<file path="config.mk">
export PLATFORM = sky130hd
export DESIGN_NAME = vtp_divider
export DESIGN_NICKNAME = d
export VERILOG_FILES = /design/src/hw/rtl/vtp_pkg.sv /design/src/hw/rtl/vtp_divider.sv
export SDC_FILE = /design/constraint.sdc
export NUM_CORES = 2
export LEC_CHECK = 0
export BUFFER_PORTS_ARGS = -buffer_cell sky130_fd_sc_hd__buf_2
export CAP_MARGIN = 30
export CELL_PAD_IN_SITES_DETAIL_PLACEMENT = 0
export CELL_PAD_IN_SITES_GLOBAL_PLACEMENT = 1
export CORE_MARGIN = 1
export CORE_UTILIZATION = 35
export DETAILED_ROUTE_END_ITERATION = 12
export PLACE_DENSITY_LB_ADDON = 0.1
export RECOVER_POWER = 100
export SLEW_MARGIN = 15
export SYNTH_ARGS = -nofsm -noshare
export SYNTH_HDL_FRONTEND = slang
export SYNTH_SLANG_ARGS = --single-unit
</file>
<file path="constraint.sdc">
create_clock -name clk_i -period 9 [get_ports clk_i]
set_clock_uncertainty 0.05 [all_clocks]
set_input_delay 0 -clock clk_i [delete_from_list [all_inputs] [get_ports clk_i]]
set_output_delay 0 -clock clk_i [all_outputs]
set_load 0.02 [all_outputs]
</file>
<file path="src/hw/rtl/vtp_pkg.sv">
package vtp_pkg;

  localparam int FracBits = 16;

  // Radix-4 restoring division: two quotient bits per stage.
  localparam int DivStepBits = 2;
  localparam int DivSteps    = 32 / DivStepBits;
  localparam int DivLat      = DivSteps + 2;

  // Transform and projection front end, then the divider.
  localparam int FrontLat  = 10;
  localparam int PipeDepth = FrontLat + DivLat;

  // Width of coordinates inside the rotation stages.
  localparam int RotW = 34;

  localparam logic [47:0] ScaleReset = 48'h0100_0100_0100;
  localparam logic [63:0] XyCoeffReset =
    (64'd1 << (32 + FracBits)) | (64'd1 << FracBits);
  localparam logic [63:0] DepthCoeffReset = 64'd1 << (32 + FracBits);
  localparam logic signed [63:0] DepthHalf = 64'sd1 <<< (FracBits - 1);

  typedef enum logic [2:0] {
    RegAngles     = 3'd0,
    RegScale      = 3'd1,
    RegPosX       = 3'd2,
    RegPosY       = 3'd3,
    RegPosZ       = 3'd4,
    RegXyCoeff    = 3'd5,
    RegDepthCoeff = 3'd6
  } cfg_reg_e;

  typedef struct packed {
    logic               flag;
    logic signed [31:0] val;
  } sat_t;

  function automatic sat_t sat32(input logic signed [65:0] v);
    sat_t res;
    res.flag = 1'b0;
    res.val  = 32'(v);
    if (v > 66'sd2147483647) begin
      res.flag = 1'b1;
      res.val  = 32'sh7fff_ffff;
    end else if (v < -66'sd2147483648) begin
      res.flag = 1'b1;
      res.val  = 32'sh8000_0000;
    end
    return res;
  endfunction

endpackage

</file>
<file path="src/hw/rtl/vtp_divider.sv">
module vtp_divider (
  input  logic               clk_i,
  input  logic               en_i,
  input  logic signed [63:0] num_i,
  input  logic signed [31:0] den_i,
  output logic signed [31:0] quo_o,
  output logic               sat_o
);
  import vtp_pkg::*;

  logic [31:0] rem_q [DivSteps+1];
  logic [31:0] lo_q  [DivSteps+1];
  logic [31:0] dv_q  [DivSteps+1];
  logic        neg_q [DivSteps+1];
  logic        ovf_q [DivSteps+1];
  logic [31:0] rem_d [DivSteps+1];
  logic [31:0] lo_d  [DivSteps+1];

  logic [63:0] nmag;
  logic [31:0] dmag;

  assign nmag = num_i[63] ? 64'(-num_i) : 64'(num_i);
  assign dmag = den_i[31] ? 32'(-den_i) : 32'(den_i);

  // A quotient of 2^32 or more can only saturate, so the steps may ignore it.
  always_ff @(posedge clk_i) begin
    if (en_i) begin
      rem_q[0] <= nmag[63:32];
      lo_q[0]  <= nmag[31:0];
      dv_q[0]  <= dmag;
      neg_q[0] <= num_i[63] ^ den_i[31];
      ovf_q[0] <= nmag[63:32] >= dmag;
    end
  end

  assign rem_d[0] = rem_q[0];
  assign lo_d[0]  = lo_q[0];

  for (genvar j = 1; j <= DivSteps; j++) begin : g_step
    always_comb begin
      logic [32:0] r;
      logic [31:0] rem;
      logic [31:0] lo;
      rem = rem_q[j-1];
      lo  = lo_q[j-1];
      for (int k = 0; k < DivStepBits; k++) begin
        r  = {rem, lo[31]};
        lo = {lo[30:0], 1'b0};
        if (r >= {1'b0, dv_q[j-1]}) begin
          r     = r - {1'b0, dv_q[j-1]};
          lo[0] = 1'b1;
        end
        rem = r[31:0];
      end
      rem_d[j] = rem;
      lo_d[j]  = lo;
    end

    always_ff @(posedge clk_i) begin
      if (en_i) begin
        rem_q[j] <= rem_d[j];
        lo_q[j]  <= lo_d[j];
        dv_q[j]  <= dv_q[j-1];
        neg_q[j] <= neg_q[j-1];
        ovf_q[j] <= ovf_q[j-1];
      end
    end
  end

  logic [31:0]        quo_mag;
  logic               over;
  logic signed [31:0] quo_val;

  assign quo_mag = lo_q[DivSteps];
  assign over    = ovf_q[DivSteps]
                 || (!neg_q[DivSteps] && quo_mag[31])
                 || (neg_q[DivSteps] && (quo_mag > 32'h8000_0000));

  always_comb begin
    if (over) begin
      quo_val = neg_q[DivSteps] ? 32'sh8000_0000 : 32'sh7fff_ffff;
    end else if (neg_q[DivSteps]) begin
      quo_val = $signed(32'(-quo_mag));
    end else begin
      quo_val = $signed(quo_mag);
    end
  end

  always_ff @(posedge clk_i) begin
    if (en_i) begin
      quo_o <= quo_val;
      sat_o <= over;
    end
  end

  logic unused_rem;
  assign unused_rem = ^rem_d[DivSteps] ^ ^lo_d[0] ^ ^rem_d[0]
                    ^ ^rem_q[DivSteps] ^ ^dv_q[DivSteps];

endmodule

</file>
### Yosys cells after proc, flatten, opt, wreduce, memory -nomap -nowiden

Memories as Yosys holds them, arrays and structs flattened.
Cells that the tools add are included.

| word-level totals | value |
|---|---|
| register bits | 33 |
| latch bits | 0 |
| RAM bits | 1,666 |
| ROM bits | 0 |
| bits of input ports | 98 |
| output and inout port bits | 33 |
| logic and storage cells | 153 |
| memories | 5 |

| cells by class | value |
|---|---|
| $add $sub $neg | 35 |
| multiply operators | 0 |
| div/mod/pow operators | 0 |
| $lt $le $gt $ge | 34 |
| equal/unequal tests | 0 |
| shift operators | 0 |
| muxes and demuxes | 71 |
| bitwise operators | 1 |
| reductions and logical operators | 5 |

Memories:

| memory | depth | bits a word | read ports | clocked after memory_dff | wr ports | RTL line | RTL |
|---|---|---|---|---|---|---|---|
| dv_q | 17 | 32 | 16 | 0 | 17 | vtp_divider.sv:13 | `logic [31:0] dv_q [DivSteps+1];` |
| lo_q | 17 | 32 | 17 | 0 | 17 | vtp_divider.sv:12 | `logic [31:0] lo_q [DivSteps+1];` |
| rem_q | 17 | 32 | 16 | 0 | 17 | vtp_divider.sv:11 | `logic [31:0] rem_q [DivSteps+1];` |
| neg_q | 17 | 1 | 17 | 0 | 17 | vtp_divider.sv:14 | `logic neg_q [DivSteps+1];` |
| ovf_q | 17 | 1 | 17 | 0 | 17 | vtp_divider.sv:15 | `logic ovf_q [DivSteps+1];` |

Operators by type and width:

| operator | number |
|---|---|
| 32-bit two-way mux | 36 |
| 33-bit by 32-bit >= comparator with 1-bit output | 32 |
| 32-bit subtractor | 32 |
| 64-bit two-way mux | 1 |
| 32-bit negator | 2 |
| 64-bit negator | 1 |
| 1-bit two-way mux | 34 |
| 32-bit >= comparator | 1 |
| 32-bit > comparator (second input constant) | 1 |
| 1-bit logical AND | 2 |
| 1-bit logical OR | 2 |
| 1-bit zero test | 1 |
| 1-bit bitwise XOR | 1 |

### Longest topological paths before layout

An unclocked memory read counts as a cell.

| depth | value |
|---|---|
| depth in word-level cells | 6 |
| depth in mapped cells | 30 |
| mapped depth without buffers | 26 |

### Worst setup path before layout

No wires, ideal clock.

| timing | value |
|---|---|
| kind | register to register |
| start | mem rem_q[0][12] |
| end | mem rem_q[1][31], in the netlist rem_q[0][63] (data pin) |
| library setup time | 0.256 ns |
| data arrival time | 6.270 ns |
| data required time | 8.694 ns |
| path slack | 2.424 ns |
| stages on the path, launching flop included | 25 |
| path buffers | 4 |
| clock period less this slack | 6.576 ns |
| cell sequence | edfxtp_1 -> ha_1 -> a21o_1 -> a2111oi_0 -> o21a_1 -> a31o_2 -> o211ai_1 -> a311oi_1 -> clkbuf_1 -> buf_1 -> nand2_1 -> o31ai_1 -> ha_1 -> or4_1 -> o21ai_0 -> a21oi_1 -> a2111oi_0 -> o31ai_1 -> nand3b_1 -> a311oi_1 -> nor3_1 -> o21ai_1 -> buf_1 -> clkbuf_1 -> a22o_1 |

RTL lines:

| element | RTL line |
|---|---|
| start, declared | vtp_divider.sv:11 |

==> summary.md <==
| Metric | Value |
|---|---|
| Status | `complete, but fails checks` |
| Violated checks | `capacitance limit, slew limit` |
| Core box area | `0.327 mm2` |
| Setup_tns | `0 ns` |
| Vias in the first global route | `84,232` |
| Cell area after synthesis | `0.115 mm2` |
| GP Congestion | `0.921` |
| DRT Pass-1 Iters | `6` |
| CP startpoint kind | `register` |
| Adder-cell share of the synthesized area | `12.1%` |
| H-Tree Depth | `4` |
| Final hold violations | `0` |
| Setup Crit Path Kind | `register to register` |
| Worst Path Max Fanout | `48` |
| Largest net degree at the start of global routing | `143` |
| Crit path capture type | `register` |
| Slowest stage cell, crit path | `clkbuf_1` |
| Layout cell share with drive strength beyond 1 | `9.61%` |
| EDFF count, synth | `1,635` |
| Rel. slew slack | `-374%` |
| Fmax | `120 MHz` |
| Wire per inst | `21.3 um` |
| Sequential fraction of the synthesis area | `42.7%` |
| Post-CTS setup buffers | `0` |
| Clk sink count | `1,635` |
| Max-slew violations | `748` |
| Syn Inst Count | `11,156` |
| Largest family of logic cells by synthesized area | `compound AO/OA/AOI/OAI gates` |
| Port Buf Inserts | `130` |
| Reg-to-reg startpoint | `dv_q[0][246]` |
| Final Cycle Share | `92.6%` |
| Hold Crit Class | `input pin to register` |
| Unrepaired setup endpoints after global routing | `no` |
| Via/cell ratio | `5.37` |
| Die ar. | `0.331 mm2` |
| Slew @ Worst Pin | `7.10 ns` |
| CTS tree | `done` |
| Area taken by multi-input logic gates | `0.0616 mm2` |
| Drt drc | `0` |
| Crit-path leading delay family | `buffers and inverters` |
| Most common cell after layout, fill and taps aside | `edfxtp_1` |
| XOR/XNOR share of the synthesized area | `6.97%` |
| Worst EP arrival | `8.87 ns` |
| Starting Density | `35.2%` |
| DRT Wirelength | `343,000 um` |
| Fin nets | `12,774` |
| Synth Area in Simple Gates | `11.1%` |
| Synthesized area per cell | `10.3 um2` |
| Worst-path clk slew | `0.06 ns` |
| Post-route ant nets | `0` |
| Post-synthesis mux area share | `6.13%` |
| DP HPWL | `272,000 um` |
| Required time of the critical path | `9.54 ns` |
| Prevailing post-synth register cell | `edfxtp_1` |
| Die Ht | `575 um` |
| Async SR Flop Fraction | `0%` |
| Synth Area in Compound Gates | `17.3%` |
| Synth warn | `0` |
| Storage element area | `0.0491 mm2` |
| CTS Buffer Depth | `4` |
| GRT Total Usage | `20.2%` |
| CTS root buffer | `clkbuf_16` |
| Via count | `86,386` |
| Worst skew pair latency | `0.89 ns` |
| CP Buf/Inv Count | `5` |
| Number of DRC markers in iteration 0 | `6,560` |
| Commonest cells after routing, fill and taps aside | `edfxtp_1 (1,635), a21oi_1 (1,074), ha_1 (1,059)` |
| Final min period | `8.33 ns` |
| Hold_sp | `num_i[50]` |
| Cts repair resizes | `0` |
| Num CTS Buffers | `197` |
| Io pins | `131` |
| Die Wd | `575 um` |
| CP startpoint | `dv_q[0][246]` |
| First-pass GRT wire length | `517,000 um` |
| Fill count | `32,051` |
| Synth-to-layout area growth | `13.0%` |
| Max incr delay on CP | `1.13 ns` |
| Fin cells | `16,094` |
| Dpl cells | `15,469` |
| Grt total ovfl | `0` |
| Seq cells post-synth | `1,635` |
| Max Cap Viol | `11` |
| Syn_nets | `12,344` |
| Initial antenna violation count | `16` |
| Hold-fix buffers, CTS | `255` |
| Setup-failing EPs final | `0` |
| FP Rows | `210` |
| Synth cell types | `95` |
[synthesized netlist by cell type, drive strengths merged (20+ instances only)]
library cell / count / area, um2
a41oi: 20 / 175
o22ai: 33 / 206
o21bai: 134 / 1010
fa: 31 / 621
edfxtp: 1635 / 49100
o31ai: 98 / 736
inv: 874 / 3280
a2111oi: 24 / 216
or3: 64 / 405
nor3: 160 / 801
a21oi: 1076 / 5390
o21a: 128 / 961
nand4: 159 / 995
and3: 77 / 482
nor2b: 136 / 851
o41ai: 34 / 317
nand2: 626 / 2350
nor4: 51 / 319
or2: 51 / 319
a211o: 31 / 272
nand2b: 131 / 827
a21boi: 40 / 300
a221oi: 27 / 236
nor2: 728 / 2740
o31a: 28 / 245
mux2: 586 / 6600
o211ai: 42 / 315
xnor2: 663 / 5810
and4: 36 / 315
ha: 1059 / 13300
a21o: 462 / 3470
nor3b: 26 / 200
and2: 62 / 388
xor2: 252 / 2210
a211oi: 98 / 746
nand3: 218 / 1090
a31o: 29 / 254
clkbuf: 189 / 709
buf: 64 / 292
o21ai: 605 / 3030
or4: 30 / 233
mux2i: 44 / 440
a31oi: 95 / 601
[area by class of cell]
class	count	share of cell area, %
Clock buffer	229	3.94
Antenna cell	12	0.0231
Tap cell	4346	4.19
Clock inverter	120	1.04
Multi-Input combinational cell	8393	47.4
Inverter	875	2.53
Sequential cell	1635	37.8
Timing Repair Buffer	484	3.06
[stage by stage]
step / utilization (%) / area (um2) / setup slack [ns] / hold slack [ns]
after floorplan: - / 115000 / 2.42 / 0.0489
after global placement: 37.0 / 121000 / 0.999 / 0.175
after detailed placement: 37.0 / 121000 / 1.03 / 0.173
after CTS: 39.8 / 130000 / 0.983 / 0.0142
after global routing: 39.7 / 130000 / 0.206 / 0.0477
final: 39.7 / 130000 / 0.667 / 0.0778
[cells by family after synthesis]
group	Yosys count
AOI/OAI and AO/OA	3157
xor gates and xnor gates	915
adders and majority gates	1090
buffers and inverters	1128
DFF	1635
muxes	630
and+or+nand+nor	2601
[worst paths after layout]
path	endpoint	slack [ns]	cells past startpoint
setup / recovery	rem_q[0][275]	0.67	25
hold / removal	rem_q[0][18]	0.08	3
setup reg to reg	rem_q[0][275]	0.67	25
hold reg to reg	lo_q[3][76]	0.35	0
[tightest hold or removal path: stages]
cell and delay, ns:
dlygate4sd3_1 0.54, buf_2 0.18, xnor2_1 0.17
[flip-flops by register name, summed over array words and instances (netlist names)]
signal  flops
dv_q      512
rem_q     512
sat_o       1
ovf_q      17
quo_o      32
lo_q      544
neg_q      17
[layer usage]
metal	vias up	track usage [%]	routed length, um
li1	42492	-	-
met1	41748	27.7	159000
met2	1812	33.6	160000
met3	330	2.72	16400
met4	4	4.40	6660
met5	-	0	27
Power is left out: the tool's default activity adds up to more than one toggle a clock period on the data nets, which glitch-free logic cannot reach.
